==> src/design/bpcr_pkg.sv <==
`timescale 1ns / 1ps

package bpcr_pkg;

  // Register indexes on the configuration port (byte address is 4 * index)
  localparam logic [2:0] CfgOpen     = 3'd0;
  localparam logic [2:0] CfgWidth    = 3'd1;
  localparam logic [2:0] CfgHeight   = 3'd2;
  localparam logic [2:0] CfgBottomUp = 3'd3;
  localparam logic [2:0] CfgOffset   = 3'd4;
  localparam logic [2:0] CfgFormat   = 3'd5;

  // Pixel formats
  localparam logic [1:0] FmtRgb555 = 2'd0;
  localparam logic [1:0] FmtBgr24  = 2'd1;
  localparam logic [1:0] FmtBgrx32 = 2'd2;

  // Result status codes
  localparam logic [1:0] StOk        = 2'd0;
  localparam logic [1:0] StNotOpen   = 2'd1;
  localparam logic [1:0] StSeekRange = 2'd2;
  localparam logic [1:0] StAtEnd     = 2'd3;

  // Actions
  localparam logic ActSeek = 1'b0;
  localparam logic ActRead = 1'b1;

  // Column wrap divider: dividend is column + 1, divisor is the usable width
  localparam int unsigned DivW   = 13;
  localparam int unsigned DivCntW = $clog2(DivW + 1);

  typedef struct packed {
    logic start;
    logic ack;
  } div_req_t;

  typedef struct packed {
    logic busy;
    logic done;
  } div_rsp_t;

endpackage

==> src/design/bpcr_in_if.sv <==
`timescale 1ns / 1ps

interface bpcr_in_if;
  logic        valid;
  logic        ready;
  logic        action;
  logic [11:0] seek_x;
  logic [11:0] seek_y;
  logic [31:0] pixel_word;
  logic        advance_after;

  modport source (
    output valid, action, seek_x, seek_y, pixel_word, advance_after,
    input  ready
  );

  modport sink (
    input  valid, action, seek_x, seek_y, pixel_word, advance_after,
    output ready
  );
endinterface

==> src/design/bpcr_out_if.sv <==
`timescale 1ns / 1ps

interface bpcr_out_if;
  logic        valid;
  logic        ready;
  logic [7:0]  red;
  logic [7:0]  green;
  logic [7:0]  blue;
  logic [31:0] pixel_address;
  logic [11:0] cursor_x;
  logic [11:0] cursor_y;
  logic [1:0]  status;

  modport source (
    output valid, red, green, blue, pixel_address, cursor_x, cursor_y, status,
    input  ready
  );

  modport sink (
    input  valid, red, green, blue, pixel_address, cursor_x, cursor_y, status,
    output ready
  );
endinterface

==> src/design/bpcr_div.sv <==
`timescale 1ns / 1ps

module bpcr_div (
  input  logic                         clk_i,
  input  logic                         rst_ni,
  input  bpcr_pkg::div_req_t           req_i,
  output bpcr_pkg::div_rsp_t           rsp_o,
  input  logic [bpcr_pkg::DivW-1:0]    dividend_i,
  input  logic [bpcr_pkg::DivW-1:0]    divisor_i,
  output logic [bpcr_pkg::DivW-1:0]    quot_o,
  output logic [bpcr_pkg::DivW-1:0]    rem_o
);

  logic                            busy_q, done_q;
  logic [bpcr_pkg::DivCntW-1:0]    cnt_q;
  logic [bpcr_pkg::DivW-1:0]       quo_q, rem_q;
  logic [bpcr_pkg::DivW-1:0]       shifted;
  logic [bpcr_pkg::DivW:0]         diff;

  // One restoring step: shift in the next dividend bit and try the subtract
  assign shifted = {rem_q[bpcr_pkg::DivW-2:0], quo_q[bpcr_pkg::DivW-1]};
  assign diff    = {1'b0, shifted} - {1'b0, divisor_i};

  // Control: start loads, count down one bit a cycle, hold done until ack
  always_ff @(posedge clk_i or negedge rst_ni) begin
    if (!rst_ni) begin
      busy_q <= 1'b0;
      done_q <= 1'b0;
      cnt_q  <= '0;
    end else if (req_i.start) begin
      busy_q <= 1'b1;
      done_q <= 1'b0;
      cnt_q  <= bpcr_pkg::DivCntW'(bpcr_pkg::DivW);
    end else if (busy_q) begin
      cnt_q <= cnt_q - 1'b1;
      if (cnt_q == bpcr_pkg::DivCntW'(1)) begin
        busy_q <= 1'b0;
        done_q <= 1'b1;
      end
    end else if (req_i.ack) begin
      done_q <= 1'b0;
    end
  end

  // Datapath: quotient bits shift in where the dividend bits shift out
  always_ff @(posedge clk_i) begin
    if (req_i.start) begin
      quo_q <= dividend_i;
      rem_q <= '0;
    end else if (busy_q) begin
      if (!diff[bpcr_pkg::DivW]) begin
        rem_q <= diff[bpcr_pkg::DivW-1:0];
        quo_q <= {quo_q[bpcr_pkg::DivW-2:0], 1'b1};
      end else begin
        rem_q <= shifted;
        quo_q <= {quo_q[bpcr_pkg::DivW-2:0], 1'b0};
      end
    end
  end

  assign rsp_o.busy = busy_q;
  assign rsp_o.done = done_q;
  assign quot_o     = quo_q;
  assign rem_o      = rem_q;

endmodule

==> src/design/bmp_pixel_cursor_reader_top.sv <==
`timescale 1ns / 1ps

// Pixel cursor and byte-address generator for an uncompressed bitmap, with
// pixel unpack. Each transaction on in_i (seek or read) yields exactly one
// transaction on out_o carrying decoded color, the cursor, its byte address
// and a status. The block takes one transaction per cycle while no result is
// stalled: an item sits in a working register while the cursor update, the
// row-times-stride multiply and the address add run, and its result lands in
// an output register that decouples the downstream ready. The one exception
// is a read that advances a cursor whose column lies at or past the usable
// width (possible only after the width has been reprogrammed): the row wrap
// goes through a bit-serial divider, and the item holds the working register
// until the divide is done. The user must write registers over the APB port
// only while no transaction is in flight; the block does not enforce it.
// Cursor and address reset to zero and are never moved by register writes.
module bmp_pixel_cursor_reader_top #(
  parameter int unsigned MAX_WIDTH  = 4096,
  parameter int unsigned MAX_HEIGHT = 4096
) (
  input  logic        clk_i,
  input  logic        rst_ni,
  // configuration
  input  logic        psel,
  input  logic        penable,
  input  logic        pwrite,
  input  logic [4:0]  paddr,
  input  logic [31:0] pwdata,
  output logic [31:0] prdata,
  output logic        pready,
  // item channels
  bpcr_in_if.sink     in_i,
  bpcr_out_if.source  out_o
);

  localparam int unsigned WLim = (MAX_WIDTH  < 4096) ? MAX_WIDTH  : 4096;
  localparam int unsigned HLim = (MAX_HEIGHT < 4096) ? MAX_HEIGHT : 4096;

  // ---------------------------------------------------------------------------
  // Configuration registers
  // ---------------------------------------------------------------------------
  logic        open_q, bottom_up_q;
  logic [12:0] width_q, height_q;
  logic [31:0] offset_q;
  logic [1:0]  format_q;
  logic        cfg_we;

  assign cfg_we = psel && penable && pwrite;
  assign pready = 1'b1;

  always_ff @(posedge clk_i or negedge rst_ni) begin
    if (!rst_ni) begin
      open_q      <= 1'b0;
      width_q     <= 13'd1;
      height_q    <= 13'd1;
      bottom_up_q <= 1'b1;
      offset_q    <= 32'd54;
      format_q    <= bpcr_pkg::FmtBgr24;
    end else if (cfg_we) begin
      case (paddr[4:2])
        bpcr_pkg::CfgOpen:     open_q      <= pwdata[0];
        bpcr_pkg::CfgWidth:    width_q     <= pwdata[12:0];
        bpcr_pkg::CfgHeight:   height_q    <= pwdata[12:0];
        bpcr_pkg::CfgBottomUp: bottom_up_q <= pwdata[0];
        bpcr_pkg::CfgOffset:   offset_q    <= pwdata;
        bpcr_pkg::CfgFormat:   format_q    <= pwdata[1:0];
        default: ;
      endcase
    end
  end

  // Read back the addressed register
  always_comb begin
    case (paddr[4:2])
      bpcr_pkg::CfgOpen:     prdata = {31'b0, open_q};
      bpcr_pkg::CfgWidth:    prdata = {19'b0, width_q};
      bpcr_pkg::CfgHeight:   prdata = {19'b0, height_q};
      bpcr_pkg::CfgBottomUp: prdata = {31'b0, bottom_up_q};
      bpcr_pkg::CfgOffset:   prdata = offset_q;
      bpcr_pkg::CfgFormat:   prdata = {30'b0, format_q};
      default:               prdata = '0;
    endcase
  end

  // ---------------------------------------------------------------------------
  // Working register
  // ---------------------------------------------------------------------------
  logic        stg_vld_q;
  logic        act_q, adv_q;
  logic [11:0] sx_q, sy_q;
  logic [31:0] word_q;
  logic        stg_fire, in_xfer;

  assign in_i.ready = !stg_vld_q || stg_fire;
  assign in_xfer    = in_i.valid && in_i.ready;

  always_ff @(posedge clk_i or negedge rst_ni) begin
    if (!rst_ni) begin
      stg_vld_q <= 1'b0;
    end else if (in_xfer) begin
      stg_vld_q <= 1'b1;
    end else if (stg_fire) begin
      stg_vld_q <= 1'b0;
    end
  end

  always_ff @(posedge clk_i) begin
    if (in_xfer) begin
      act_q  <= in_i.action;
      sx_q   <= in_i.seek_x;
      sy_q   <= in_i.seek_y;
      word_q <= in_i.pixel_word;
      adv_q  <= in_i.advance_after;
    end
  end

  // ---------------------------------------------------------------------------
  // Cursor state
  // ---------------------------------------------------------------------------
  logic [11:0] cur_col_q, cur_row_q;
  logic [31:0] cur_addr_q;

  // ---------------------------------------------------------------------------
  // Geometry derived from the registers
  // ---------------------------------------------------------------------------
  logic [12:0] w_use, h_use;
  logic [2:0]  bpp;
  logic [14:0] row_bytes;
  logic [15:0] stride;

  assign w_use = (width_q  > 13'(WLim)) ? 13'(WLim) : width_q;
  assign h_use = (height_q > 13'(HLim)) ? 13'(HLim) : height_q;

  always_comb begin
    case (format_q)
      bpcr_pkg::FmtRgb555: begin
        bpp       = 3'd2;
        row_bytes = {1'b0, width_q, 1'b0};
      end
      bpcr_pkg::FmtBgrx32: begin
        bpp       = 3'd4;
        row_bytes = {width_q, 2'b00};
      end
      default: begin
        bpp       = 3'd3;
        row_bytes = {1'b0, width_q, 1'b0} + {2'b0, width_q};
      end
    endcase
  end

  assign stride = ({1'b0, row_bytes} + 16'd3) & ~16'd3;

  // ---------------------------------------------------------------------------
  // Advance: next column and row, with the divider for a far-out column
  // ---------------------------------------------------------------------------
  logic [12:0]                    col_inc;
  logic [bpcr_pkg::DivW-1:0]      div_quot, div_rem;
  bpcr_pkg::div_req_t             div_req;
  bpcr_pkg::div_rsp_t             div_rsp;
  logic                           row_in, need_div, stall;
  logic [11:0]                    nx;
  logic [13:0]                    ny;
  logic                           step_ok;

  assign col_inc = {1'b0, cur_col_q} + 13'd1;
  assign row_in  = (w_use != 13'd0) && ({1'b0, cur_row_q} < h_use);

  assign need_div = stg_vld_q && open_q && (act_q == bpcr_pkg::ActRead) && adv_q &&
                    row_in && (col_inc > w_use);
  assign stall    = need_div && !div_rsp.done;

  assign div_req.start = need_div && !div_rsp.busy && !div_rsp.done;
  assign div_req.ack   = stg_fire;

  bpcr_div u_div (
    .clk_i      (clk_i),
    .rst_ni     (rst_ni),
    .req_i      (div_req),
    .rsp_o      (div_rsp),
    .dividend_i (col_inc),
    .divisor_i  (w_use),
    .quot_o     (div_quot),
    .rem_o      (div_rem)
  );

  always_comb begin
    if (col_inc < w_use) begin
      nx = col_inc[11:0];
      ny = {2'b0, cur_row_q};
    end else if (col_inc == w_use) begin
      nx = '0;
      ny = {2'b0, cur_row_q} + 14'd1;
    end else begin
      nx = div_rem[11:0];
      ny = {2'b0, cur_row_q} + {1'b0, div_quot};
    end
  end

  assign step_ok = row_in && (ny < {1'b0, h_use});

  // ---------------------------------------------------------------------------
  // Decide the step: status, whether the cursor moves and where to
  // ---------------------------------------------------------------------------
  logic        seek_ok, move;
  logic [1:0]  status_d;
  logic [11:0] pl_x, pl_y;

  assign seek_ok = ({1'b0, sx_q} < w_use) && ({1'b0, sy_q} < h_use);

  always_comb begin
    status_d = bpcr_pkg::StOk;
    move     = 1'b0;
    pl_x     = sx_q;
    pl_y     = sy_q;
    if (!open_q) begin
      status_d = bpcr_pkg::StNotOpen;
    end else if (act_q == bpcr_pkg::ActSeek) begin
      if (seek_ok) begin
        move = 1'b1;
      end else begin
        status_d = bpcr_pkg::StSeekRange;
      end
    end else if (adv_q) begin
      pl_x = nx;
      pl_y = ny[11:0];
      if (step_ok) begin
        move = 1'b1;
      end else begin
        status_d = bpcr_pkg::StAtEnd;
      end
    end
  end

  // Byte address of the new cursor position, rows flipped for bottom-up
  logic [31:0] frow, row_off, addr_new;
  logic [14:0] col_off;

  assign frow     = bottom_up_q ? ({19'b0, height_q} - {20'b0, pl_y} - 32'd1)
                                : {20'b0, pl_y};
  assign row_off  = frow * {16'b0, stride};
  assign col_off  = {3'b0, pl_x} * {12'b0, bpp};
  assign addr_new = offset_q + row_off + {17'b0, col_off};

  // ---------------------------------------------------------------------------
  // Pixel unpack
  // ---------------------------------------------------------------------------
  logic [7:0] red_d, green_d, blue_d;
  logic [4:0] r5, g5, b5;

  assign r5 = word_q[14:10];
  assign g5 = word_q[9:5];
  assign b5 = word_q[4:0];

  always_comb begin
    if (!open_q || (act_q == bpcr_pkg::ActSeek)) begin
      red_d   = '0;
      green_d = '0;
      blue_d  = '0;
    end else if (format_q == bpcr_pkg::FmtRgb555) begin
      red_d   = {r5, r5[4:2]};
      green_d = {g5, g5[4:2]};
      blue_d  = {b5, b5[4:2]};
    end else begin
      red_d   = word_q[23:16];
      green_d = word_q[15:8];
      blue_d  = word_q[7:0];
    end
  end

  // ---------------------------------------------------------------------------
  // Retire: update the cursor and load the output register
  // ---------------------------------------------------------------------------
  logic        out_vld_q;
  logic [11:0] col_next, row_next;
  logic [31:0] addr_next;

  assign stg_fire = stg_vld_q && (!out_vld_q || out_o.ready) && !stall;

  assign col_next  = move ? pl_x     : cur_col_q;
  assign row_next  = move ? pl_y     : cur_row_q;
  assign addr_next = move ? addr_new : cur_addr_q;

  always_ff @(posedge clk_i or negedge rst_ni) begin
    if (!rst_ni) begin
      cur_col_q  <= '0;
      cur_row_q  <= '0;
      cur_addr_q <= '0;
    end else if (stg_fire) begin
      cur_col_q  <= col_next;
      cur_row_q  <= row_next;
      cur_addr_q <= addr_next;
    end
  end

  always_ff @(posedge clk_i or negedge rst_ni) begin
    if (!rst_ni) begin
      out_vld_q <= 1'b0;
    end else if (stg_fire) begin
      out_vld_q <= 1'b1;
    end else if (out_o.ready) begin
      out_vld_q <= 1'b0;
    end
  end

  logic [7:0]  red_q, green_q, blue_q;
  logic [31:0] oaddr_q;
  logic [11:0] ox_q, oy_q;
  logic [1:0]  status_q;

  always_ff @(posedge clk_i) begin
    if (stg_fire) begin
      red_q    <= red_d;
      green_q  <= green_d;
      blue_q   <= blue_d;
      oaddr_q  <= addr_next;
      ox_q     <= col_next;
      oy_q     <= row_next;
      status_q <= status_d;
    end
  end

  assign out_o.valid         = out_vld_q;
  assign out_o.red           = red_q;
  assign out_o.green         = green_q;
  assign out_o.blue          = blue_q;
  assign out_o.pixel_address = oaddr_q;
  assign out_o.cursor_x      = ox_q;
  assign out_o.cursor_y      = oy_q;
  assign out_o.status        = status_q;

endmodule

==> src/flat_wrapper.sv <==
// flat-port wrapper written by rule: the top's interface ports become plain ports
module bmp_pixel_cursor_reader_top_flat 
#(
  parameter int unsigned MAX_WIDTH  = 4096,
  parameter int unsigned MAX_HEIGHT = 4096
)
  (clk_i, rst_ni, psel, penable, pwrite, paddr, pwdata, prdata, pready, in_i_valid, in_i_action, in_i_seek_x, in_i_seek_y, in_i_pixel_word, in_i_advance_after, in_i_ready, out_o_valid, out_o_red, out_o_green, out_o_blue, out_o_pixel_address, out_o_cursor_x, out_o_cursor_y, out_o_status, out_o_ready);
  bpcr_in_if in_i_i ();
  bpcr_out_if out_o_i ();
  input  logic clk_i;
  input  logic rst_ni;
  input  logic psel;
  input  logic penable;
  input  logic pwrite;
  input  logic [4:0] paddr;
  input  logic [31:0] pwdata;
  output logic [31:0] prdata;
  output logic pready;
  input wire logic [$bits(in_i_i.valid)-1:0] in_i_valid;
  input wire logic [$bits(in_i_i.action)-1:0] in_i_action;
  input wire logic [$bits(in_i_i.seek_x)-1:0] in_i_seek_x;
  input wire logic [$bits(in_i_i.seek_y)-1:0] in_i_seek_y;
  input wire logic [$bits(in_i_i.pixel_word)-1:0] in_i_pixel_word;
  input wire logic [$bits(in_i_i.advance_after)-1:0] in_i_advance_after;
  output wire logic [$bits(in_i_i.ready)-1:0] in_i_ready;
  output wire logic [$bits(out_o_i.valid)-1:0] out_o_valid;
  output wire logic [$bits(out_o_i.red)-1:0] out_o_red;
  output wire logic [$bits(out_o_i.green)-1:0] out_o_green;
  output wire logic [$bits(out_o_i.blue)-1:0] out_o_blue;
  output wire logic [$bits(out_o_i.pixel_address)-1:0] out_o_pixel_address;
  output wire logic [$bits(out_o_i.cursor_x)-1:0] out_o_cursor_x;
  output wire logic [$bits(out_o_i.cursor_y)-1:0] out_o_cursor_y;
  output wire logic [$bits(out_o_i.status)-1:0] out_o_status;
  input wire logic [$bits(out_o_i.ready)-1:0] out_o_ready;
  assign in_i_i.valid = in_i_valid;
  assign in_i_i.action = in_i_action;
  assign in_i_i.seek_x = in_i_seek_x;
  assign in_i_i.seek_y = in_i_seek_y;
  assign in_i_i.pixel_word = in_i_pixel_word;
  assign in_i_i.advance_after = in_i_advance_after;
  assign in_i_ready = in_i_i.ready;
  assign out_o_valid = out_o_i.valid;
  assign out_o_red = out_o_i.red;
  assign out_o_green = out_o_i.green;
  assign out_o_blue = out_o_i.blue;
  assign out_o_pixel_address = out_o_i.pixel_address;
  assign out_o_cursor_x = out_o_i.cursor_x;
  assign out_o_cursor_y = out_o_i.cursor_y;
  assign out_o_status = out_o_i.status;
  assign out_o_i.ready = out_o_ready;
  bmp_pixel_cursor_reader_top #(.MAX_WIDTH(MAX_WIDTH), .MAX_HEIGHT(MAX_HEIGHT)) u_core (.clk_i(clk_i), .rst_ni(rst_ni), .psel(psel), .penable(penable), .pwrite(pwrite), .paddr(paddr), .pwdata(pwdata), .prdata(prdata), .pready(pready), .in_i(in_i_i), .out_o(out_o_i));
endmodule
==> config.mk <==
export PLATFORM = sky130hd
export DESIGN_NAME = bmp_pixel_cursor_reader_top_flat
export DESIGN_NICKNAME = d
export VERILOG_FILES = /design/src/design/bpcr_pkg.sv /design/src/design/bpcr_in_if.sv /design/src/design/bpcr_out_if.sv /design/src/design/bpcr_div.sv /design/src/design/bmp_pixel_cursor_reader_top.sv /design/src/flat_wrapper.sv
export SDC_FILE = /design/constraint.sdc
export NUM_CORES = 1
export LEC_CHECK = 0
export BUFFER_PORTS_ARGS = -buffer_cell sky130_fd_sc_hd__buf_2
export CAP_MARGIN = 20
export CORE_ASPECT_RATIO = 0.9
export CORE_MARGIN = 2
export CORE_UTILIZATION = 44
export DETAILED_ROUTE_END_ITERATION = 8
export GPL_ROUTABILITY_DRIVEN = 0
export PLACE_DENSITY_LB_ADDON = 0.12
export SYNTH_ARGS = -nofsm -noshare
export SYNTH_HDL_FRONTEND = slang
export SYNTH_SLANG_ARGS = --single-unit
==> constraint.sdc <==
create_clock -name clk_i -period 13 [get_ports clk_i]
set_clock_uncertainty 0.1 [all_clocks]
set_input_delay 2.6 -clock clk_i [delete_from_list [all_inputs] [get_ports clk_i]]
set_output_delay 2.6 -clock clk_i [all_outputs]
set_load 0.01 [all_outputs]
; After elaboration in Yosys (flattened, before gate mapping)
; Index checks and enable logic that the tools add are counted.
[word_totals]
regBits = 283
latch_bits = 0
ram_bits = 0
mem_bits_ro = 0
in_bits = 102
out_inout_bits = 117
word_cells = 145
memories = 0
[op_classes]
add_sub_neg = 11
mul = 2
div_mod_pow = 0
magnitude_cmp = 8
n_eq_ne = 9
n_shift = 0
mux = 47
bitwise_logic = 1
n_reduce_logical = 39
[op_table]
columns = cell, count
row1 = 32-bit one-hot mux with 6 select lines, 1
row2 = 12-bit two-way mux, 11
row3 = 32-bit two-way mux, 2
row4 = 13-bit two-way mux, 4
row5 = 12-bit by 13-bit less-than comparator with 1-bit output, 3
row6 = 32-bit by 15-bit adder with 32-bit output, 1
row7 = 32-bit adder, 1
row8 = 32-bit by 14-bit multiplier with 30-bit output, 1
row9 = 32-bit by 1-bit subtractor with 32-bit output (second input constant), 1
row10 = 15-bit one-hot mux with 2 select lines, 1
row11 = 14-bit two-way mux, 2
row12 = 12-bit by 1-bit adder with 13-bit output (second input constant), 2
row13 = 13-bit greater-than comparator (second input constant), 2
row14 = 8-bit two-way mux, 3
row15 = 15-bit by 2-bit adder with 16-bit output (second input constant), 1
row16 = 1-bit logical AND, 16
row17 = 1-bit two-way mux, 16
row18 = 14-bit by 13-bit adder with 15-bit output, 1
row19 = 12-bit by 3-bit multiplier with 15-bit output, 1
row20 = 12-bit by 13-bit adder with 14-bit output, 1
row21 = 14-bit by 13-bit less-than comparator with 1-bit output, 1
row22 = 2-bit AND reduction, 7
row23 = 13-bit by 12-bit subtractor with 14-bit output, 1
row24 = 13-bit by 13-bit subtractor with 14-bit output, 1
row25 = 21 further kinds, 36

; Longest topological paths before layout
; Gate-level depths: netlist (run 1).
[depth]
word_depth = 15
ltp_mapped = 66
mapped_depth_nobuf = 62

; Hierarchy
; A second synthesis (run 1) with hierarchy kept.
[unflattened]
cells_unflattened = 3012
hier_area_um2 = 28073.2
[modules_own_cells]
columns = module, n_inst, cells_each, area_each_um2, seq_area_each_um2
row1 = bmp_pixel_cursor_reader_top, 1, 2782, 25868.6, 6976.7
row2 = bpcr_div, 1, 230, 2204.6, 800.8

; Worst setup path after synthesis (run 1)
; No wires, ideal clock.
[synth_path]
path_type = register to register
startpoint = register u_core.width_q[1]
endpoint = register u_core.oaddr_q[31] (netlist: u_core.out_o.pixel_address[31]), data pin
setup_time_ns = 0.260
arrival_ns = 13.235
required_ns = 12.640
slack_ns = -0.595
path_stages_with_launch = 63
n_path_buf = 2
period_less_slack_ns = 13.595
path_cell_list = dfrtp_1 > inv_1 > ha_1 > nand4_1 > o21ai_0 > clkbuf_1 > nand2_1 > ha_1 > a21oi_1 > nor2b_1 > o311a_1 > or3_1 > buf_2 > a21boi_0 > o21ai_0 > nand2_1 > ha_1 > inv_1 > [... 27 more ...] > a21boi_0 > o21ai_0 > a21boi_0 > o41ai_1 > o21bai_1 > xor2_1 > ha_1 > ha_1 > a21o_1 > a21o_1 > a21oi_1 > o21ai_0 > and3_1 > o21a_1 > o21ai_0 > xnor2_1 > xnor3_1 > mux2_2
[synth_via]
elab_chain_len = 15
elab_cells_between_ends = 36
cone_classes = add/sub: 6 / mul: 2 / order compare: 4 / eq/ne: 1 / mux: 19 / reduce/logical: 4
[synth_lines]
columns = element, line
row1 = "start, declared", bmp_pixel_cursor_reader_top.sv:42  ; logic [12:0] width_q, height_q;
row2 = "start signal, assigned", bmp_pixel_cursor_reader_top.sv:61  ; bpcr_pkg::CfgWidth: width_q <= pwdata[12:0];
row3 = branches (longest 14 deep; another with 32-bit by 1-bit subtractor with 32-bit output), --
row4 = 32-bit two-way mux *, bmp_pixel_cursor_reader_top.sv:280  ; assign addr_next = move ? addr_new : cur_addr_q;
row5 = net u_core.addr_next[31], bmp_pixel_cursor_reader_top.sv:274  ; logic [31:0] addr_next;
row6 = "end signal, assigned", bmp_pixel_cursor_reader_top.sv:314  ; oaddr_q <= addr_next;
row7 = "end, declared", bmp_pixel_cursor_reader_top.sv:305  ; logic [31:0] oaddr_q;
; Mark *: on every way through the listed nets, which the timed path passes.
; A chain may end at the register's enable or synchronous reset.

; Worst setup path after layout (run 1)
; Same ends and word-level chain as after synthesis.

==> impl_metrics.tcl, run 1 <==
set metrics [dict create \
    io_buffers 207 \
    synthTopCellsByArea "fa_1 20%, edfxtp_1 15%, dfrtp_1 10%, ha_1 9.7%, mux2_2 5.9%" \
    ant_nets 0 \
    ys_ff_latch 283 \
    slew_headroom_pct 25.67 \
    critPathArrivalTime_ns 13.24 \
    fp.coreArea_mm2 0.06514 \
    dr.pass1.iters 6 \
    max_stage_delay_ns 0.61 \
    rows 89 \
    globalRouteOverflowTotal 0 \
    num_vias 24260 \
    crit_required_ns 13.25 \
    cts_root_buffer "clkbuf_16" \
    yosys.area.top_type "fa_1" \
    critical_path_class "reg -> reg" \
    area_delta_synth_final_pct 26.40 \
    period_share_pct 99.94 \
    avgSynthCellArea_um2 9.419 \
    critPathCaptureType "flip-flop" \
    start_kind "flip-flop" \
    htreeDepth 1 \
    grt_pass1_wl_um 139700 \
    die_w_um 273.8 \
    min_to "u_core.u_div.done_q$_DFFE_PN0P_" \
    nNetsFinal 4234 \
    grt_max_degree 80 \
    finalSetupViolations 0 \
    synth_cell_types 89 \
    status "complete, no violations" \
    die_h_um 246.8 \
    drive_gt1_share_pct 30.86 \
    drc 0 \
    synth_edf_count 145 \
    clock_sinks 283 \
    ys.flop_type "edfxtp_1" \
    crit_fanout 5 \
    syn_area_mm2 0.02882 \
    regToRegSetupSlack_ns 0.008 \
    synth_cells 3060 \
    syn_nets 3673 \
    initial_core_util_pct 44.24 \
    post_drt_wl_per_cell_um 19.71 \
    period_minus_slack_ns 12.99 \
    cts_tree "built" \
    slew_violations 0 \
    cts.clk_slew.worst_paths_ns 0.06 \
    grt_usage_pct 26.50 \
    dieArea_mm2 0.06757 \
    ctsLongestPathBuffers 3 \
    ys_warn_count 0 \
    cp_slowest_cell "fa_1" \
    clk_latency_ns 0.60 \
    cts_buffers 31 \
    antenna_found_initial 2 \
    via_per_inst 5.376 \
    hold_class "reg -> reg" \
    grt_pass1_vias 25150 \
    rsz0062_at_grt "true" \
    worst_pin_slew_ns 1.115 \
    routed_wl_um 88950 \
    tns_ns 0 \
    r2r-end "u_core.out_o.pixel_address[31]$_DFFE_PP_" \
    drt_iter0_drc 1701 \
    drv_cap 0 \
    synthArstFlopShare_pct 44.52 \
    hold_depth 2 \
    r2r_start "u_core.width_q[1]$_DFFE_PN0P_" \
    hold_viol 0 \
    dp_hpwl_um 69520 \
    max_freq_ghz 0.07697 \
    io_pins 219 \
    synth.top_cell.area_share_pct 19.93 \
    worstRegToRegCells 61 \
    synth_seq_area_share_pct 26.91 \
    holdCritStartpoint "u_core.u_div.done_q$_DFFE_PN0P_" \
]
-- synthesized netlist by cell type (16+ instances only) --
| cell type | number |
|---|---|
| inv_1 | 421 |
| nand2_1 | 392 |
| fa_1 | 287 |
| nor2_1 | 232 |
| ha_1 | 224 |
| mux2_2 | 150 |
| o21ai_0 | 149 |
| edfxtp_1 | 145 |
| dfrtp_1 | 118 |
| clkbuf_1 | 107 |
| a21oi_1 | 99 |
| xnor2_1 | 83 |
| nand3_1 | 75 |
| nand2b_1 | 55 |
| xor2_1 | 44 |
| a21o_1 | 40 |
| and2_1 | 39 |
| nor3_1 | 32 |
| o21a_1 | 28 |
| a31oi_1 | 27 |
| mux2i_1 | 26 |
| o211ai_1 | 21 |
| a21boi_0 | 19 |
| nor2b_1 | 17 |
| and3_1 | 16 |
-- worst max-delay path by stage --
| stage | startpoint | end | slack (ns) | cells after the start |
|---|---|---|---|---|
| after global routing | u_core.width_q[1]$_DFFE_PN0P_ | u_core.out_o.pixel_address[31]$_DFFE_PP_ | -0.47 | 65 |
| after global placement | u_core.width_q[0]$_DFFE_PN1P_ | u_core.out_o.pixel_address[31]$_DFFE_PP_ | -0.48 | 64 |
| final | u_core.width_q[1]$_DFFE_PN0P_ | u_core.out_o.pixel_address[31]$_DFFE_PP_ | 0.008 | 61 |
| after floorplan | u_core.width_q[0]$_DFFE_PN1P_ | u_core.out_o.pixel_address[31]$_DFFE_PP_ | 0.01 | 63 |
| after detailed placement | u_core.width_q[1]$_DFFE_PN0P_ | u_core.out_o.pixel_address[31]$_DFFE_PP_ | -0.57 | 61 |
| after CTS | u_core.width_q[11]$_DFFE_PN0P_ | u_core.out_o.pixel_address[31]$_DFFE_PP_ | 0.003 | 65 |
-- cell type report --
type                       instances  area [µm²]
clock buffer                      35       842.1
fill                            5796       28710
inverter                         423        1590
timing repair buffer             651        4467
antenna                            2       5.005
multi-input combinational       2231       20410
sequential                       283        7757
tap                              864        1081
clock inverter                    23       276.5
-- per-stage QoR --
step                std cells  instance area (µm²)  setup WS (ns)  util (%)  hold slack [ns]
floorplan                3060                28850        0.01327         -           0.3466
global placement         4374                33290        -0.4759     51.11           0.3752
detailed placement       4374                33290        -0.5721     51.11           0.3790
CTS                      4481                35190       0.003414     54.02           0.3957
global route             4512                36430        -0.4673     55.93           0.4169
finish                   4512                36430       0.007898     55.93           0.3971
-- layout by cell type (no fill, tap or decap), types with 15 or more instances in the layout --
| cell | netlist | layout |
|---|---|---|
| buf_4 | 2 | 418 |
| inv_1 | 421 | 391 |
| nand2_1 | 392 | 377 |
| fa_1 | 287 | 277 |
| nor2_1 | 232 | 217 |
| buf_2 | 8 | 207 |
| ha_1 | 224 | 180 |
| edfxtp_1 | 145 | 145 |
| mux2_2 | 150 | 144 |
| dfrtp_1 | 118 | 118 |
| o21ai_0 | 149 | 115 |
| a21oi_1 | 99 | 85 |
| nand3_1 | 75 | 68 |
| xnor2_1 | 83 | 61 |
| nand2b_1 | 55 | 53 |
| a21o_1 | 40 | 40 |
| ha_4 | 0 | 39 |
| and2_1 | 39 | 35 |
| xor2_1 | 44 | 34 |
| clkbuf_16 | 0 | 32 |
| inv_2 | 1 | 30 |
| o21a_1 | 28 | 28 |
| nor3_1 | 32 | 26 |
| a31oi_1 | 27 | 25 |
| buf_6 | 1 | 24 |
| mux2i_1 | 26 | 23 |
| o21ai_1 | 5 | 23 |
| o211ai_1 | 21 | 21 |
| xnor2_2 | 0 | 18 |
| nor2b_1 | 17 | 16 |
| nand4_1 | 15 | 15 |
| o21ai_2 | 2 | 15 |
| a22oi_1 | 15 | 15 |
-- routing by layer --
metal | vias to the layer above | GRT usage [%] | share of wire (%) | wire (µm)
met5 | - | 0 | 0 | 0
met4 | 0 | 6.413 | 2.5 | 2236
met3 | 129 | 5.312 | 7.8 | 6925
met2 | 800 | 39.82 | 44 | 38790
met1 | 12060 | 39.04 | 46 | 41010
li1 | 11270 | - | - | -
-- kinds of logic (layout without fill, tap and decap cells) --
| logic type | Yosys count | count (layout) | synth area share, % |
|---|---|---|---|
| adders and majority gates | 515 | 515 | 29.81 |
| DFF | 283 | 283 | 26.91 |
| and+or+nand+nor | 927 | 927 | 14.49 |
| buffers and inverters | 546 | 1132 | 7.197 |
| muxes | 178 | 178 | 6.920 |
| AOI/OAI and AO/OA | 481 | 481 | 10.64 |
| other | 1 | 3 | 0.01301 |
| xor gates and xnor gates | 129 | 129 | 4.015 |
-- sequential cells by signal (all words and copies together), names as in the netlist, 2 cells and up --
name	flops
u_core.u_div.quot_o	13
u_core.offset_q	32
u_core.out_o.pixel_address	32
u_core.cur_addr_q	32
u_core.width_q	13
u_core.cur_col_q	12
u_core.u_div.rem_o	12
u_core.out_o.red	8
u_core.out_o.cursor_x	12
u_core.out_o.cursor_y	12
u_core.u_div.cnt_q	4
u_core.cur_row_q	12
u_core.format_q	2
u_core.height_q	13
u_core.out_o.green	8
u_core.sy_q	12
u_core.word_q	24
u_core.sx_q	12
u_core.out_o.status	2
u_core.out_o.blue	8
-- timing repair --
action,CTS,global route
pin swaps,75,176
gates resized for setup,102,210
cloned,1,0
setup endpoints to repair,16,25
buffers inserted,48,29
hold buffers,0,0
-- worst max-delay path, delay by kind of cell, from the launching register on --
| kind | cells | cell delay, ns |
|---|---|---|
| fa+ha+maj | 14 | 4.67 |
| compound gates | 23 | 3.53 |
| simple gates | 9 | 1.57 |
| xor+xnor | 6 | 1.19 |
| buf+inv | 7 | 0.66 |
| mux | 2 | 0.61 |
| flops | 1 | 0.39 |
Power of run 1 is not shown: default switching activity piles up to over one toggle a cycle in this logic, so the estimate is an artifact.
==> run 2, diff against run 1 <==
--- a/config.mk
+++ b/config.mk
@@ -7,11 +7,13 @@
 export LEC_CHECK = 0
 export BUFFER_PORTS_ARGS = -buffer_cell sky130_fd_sc_hd__buf_2
 export CAP_MARGIN = 20
+export CELL_PAD_IN_SITES_DETAIL_PLACEMENT = 1
+export CELL_PAD_IN_SITES_GLOBAL_PLACEMENT = 2
 export CORE_ASPECT_RATIO = 0.9
 export CORE_MARGIN = 2
-export CORE_UTILIZATION = 44
+export CORE_UTILIZATION = 36
+export CTS_CLUSTER_SIZE = 40
 export DETAILED_ROUTE_END_ITERATION = 8
-export GPL_ROUTABILITY_DRIVEN = 0
 export PLACE_DENSITY_LB_ADDON = 0.12
 export SYNTH_ARGS = -nofsm -noshare
 export SYNTH_HDL_FRONTEND = slang
==> run 2 against run 1 <==
The run now ends with negative setup slack left. Wire length grew 16%. Count of clock-buffer cells in the layout grew 9. Global-route usage shrank 1.2 points. Register-to-register slack lost 0.07 ns. Hold slack is essentially flat. Maximum frequency shrank 0.51%. Core utilization shrank 8.7 points. Non-clock buffer count grew 68. Final area grew 2.8%. Sequential share of layout area shrank 0.59 points. Via count grew 1.5%. Critical path type unchanged. Critical endpoint unchanged. Highest routed layer is now met5.
==> impl_metrics.tcl, run 2 (same netlist as run 1, synthesis figures left out) <==
set metrics [dict create \
    status "finished with violations" \
    violations "negative setup slack" \
    rows 98 \
    drv_cap 0 \
    start_kind "flip-flop" \
    globalRouteOverflowTotal 0 \
    io_pins 219 \
    grt_pass1_vias 26850 \
    die_w_um 302.3 \
    nNetsFinal 4307 \
    crit_fanout 7 \
    fp.coreArea_mm2 0.07933 \
    drive_gt1_share_pct 32.83 \
    cts_tree "built" \
    num_vias 24630 \
    worst_pin_slew_ns 1.181 \
    crit_required_ns 13.22 \
    critical_path_class "reg -> reg" \
    rsz0062_at_grt "true" \
    period_minus_slack_ns 13.06 \
    setup_ws_ns -0.05935 \
    max_stage_delay_ns 0.65 \
    ant_nets 0 \
    period_share_pct 100.5 \
    cts_root_buffer "clkbuf_16" \
    die_h_um 272.4 \
    slew_headroom_pct 20.88 \
    cts-hold-fix-buffers 0 \
    hold_class "reg -> reg" \
    ctsLongestPathBuffers 3 \
    slew_violations 0 \
    htreeDepth 2 \
    dr.pass1.iters 5 \
    max_freq_ghz 0.07657 \
    whs_ns 0.3973 \
    grt_max_degree 67 \
    io_buffers 207 \
    routed_wl_um 103400 \
    via_per_inst 5.158 \
    clock_sinks 283 \
    grt_pass1_wl_um 160300 \
    drt_iter0_drc 1365 \
    drc 0 \
    hold_viol 0 \
    finalSetupViolations 2 \
    final_util_pct 47.22 \
    area_delta_synth_final_pct 29.98 \
    crit_top_cell "buf_4" \
    cp_slowest_cell "fa_2" \
    grt_usage_pct 25.33 \
    cts.clk_slew.worst_paths_ns 0.06 \
    final_common_cell "buf_4" \
    clk_latency_ns 0.58 \
    final_cells 4775 \
    critPathCaptureType "flip-flop" \
    critPathArrivalTime_ns 13.28 \
    final_cell_mix "486 x buf_4, 385 x inv_1, 375 x nand2_1" \
    routabilityCongestion 0.8928 \
    dp_hpwl_um 82090 \
    post_drt_wl_per_cell_um 21.65 \
    place_inst 4612 \
    antenna_found_initial 5 \
    dieArea_mm2 0.08235 \
    cts_buffers 36 \
    initial_core_util_pct 36.33 \
]
## run 2: cell count changes in the layout (fill, tap and decap cells not counted), sizes merged
cell	previous run	this run
buf	650	719
clkbuf	36	44
clkinv	12	14
bufinv	5	4
clkinvlp	4	3
diode	2	3
inv	425	424
## run 2: layout make-up
cell class              count  area, µm²
diodes                      3      7.507
clock buffers              44      950.9
clock inverters            22      270.3
fillers                  8975      41870
inverters                 423       1590
multi-input cells        2231      20530
flip-flops and latches    283       7757
well taps                1050       1314
repair buffers            719       5040
## run 2: worst max-delay path: cells and delay by family (launching register included)
family | cells | cell delay [ns]
mux | 1 | 0.26
compound gates | 13 | 1.98
flops | 1 | 0.38
buf+inv | 14 | 1.67
fa+ha+maj | 11 | 4.70
xor+xnor | 5 | 0.95
simple gates | 15 | 2.71
## run 2: stage by stage
| step | setup WS, ns | area [µm²] | TNS, ns |
|---|---|---|---|
| final | -0.05935 | 37460 | -0.07896 |
| after global routing | -0.5945 | 37460 | -5.386 |
| after CTS | -0.01246 | 36380 | -0.01246 |
| after detailed placement | -0.9719 | 33980 | -10.21 |
| after global placement | -0.6751 | 33970 | -5.412 |
| after floorplan | 0.01327 | 28850 | 0 |
## run 2: path summary, 6_finish.rpt
kind                                                      from                                  endpoint  slack (ns)  cells past startpoint
hold reg to reg            u_core.u_div.rem_o[11]$_SDFFE_PP0P_       u_core.u_div.rem_o[11]$_SDFFE_PP0P_        0.40                      2
setup / recovery               u_core.cur_col_q[6]$_DFFE_PN0P_  u_core.out_o.pixel_address[31]$_DFFE_PP_       -0.06                     59
min in group asynchronous                               rst_ni           u_core.offset_q[30]$_DFFE_PN0P_        1.90                      1
max in group asynchronous                               rst_ni             u_core.width_q[1]$_DFFE_PN0P_        9.34                      2
setup reg to reg               u_core.cur_col_q[6]$_DFFE_PN0P_  u_core.out_o.pixel_address[31]$_DFFE_PP_       -0.06                     59
hold / removal             u_core.u_div.rem_o[11]$_SDFFE_PP0P_       u_core.u_div.rem_o[11]$_SDFFE_PP0P_        0.40                      2
## run 2: per-layer routing
metal	global-route usage (%)	vias up	wire (µm)
met3	3.829	109	5499
met1	37.53	12570	49910
met2	39.18	534	45980
met5	0	-	12
met4	4.990	2	1956
li1	-	11420	-
## run 2: timing repair
| item | 4_1_cts | 5_1_grt |
|---|---|---|
| setup buffers | 54 | 37 |
| cloned | 2 | 0 |
| gates resized for setup | 168 | 175 |
| setup endpoints to repair | 23 | 26 |
| endpoints found under the hold margin | 0 | 0 |
| pin swaps | 131 | 172 |
Power of run 2 is left out for the same reason.
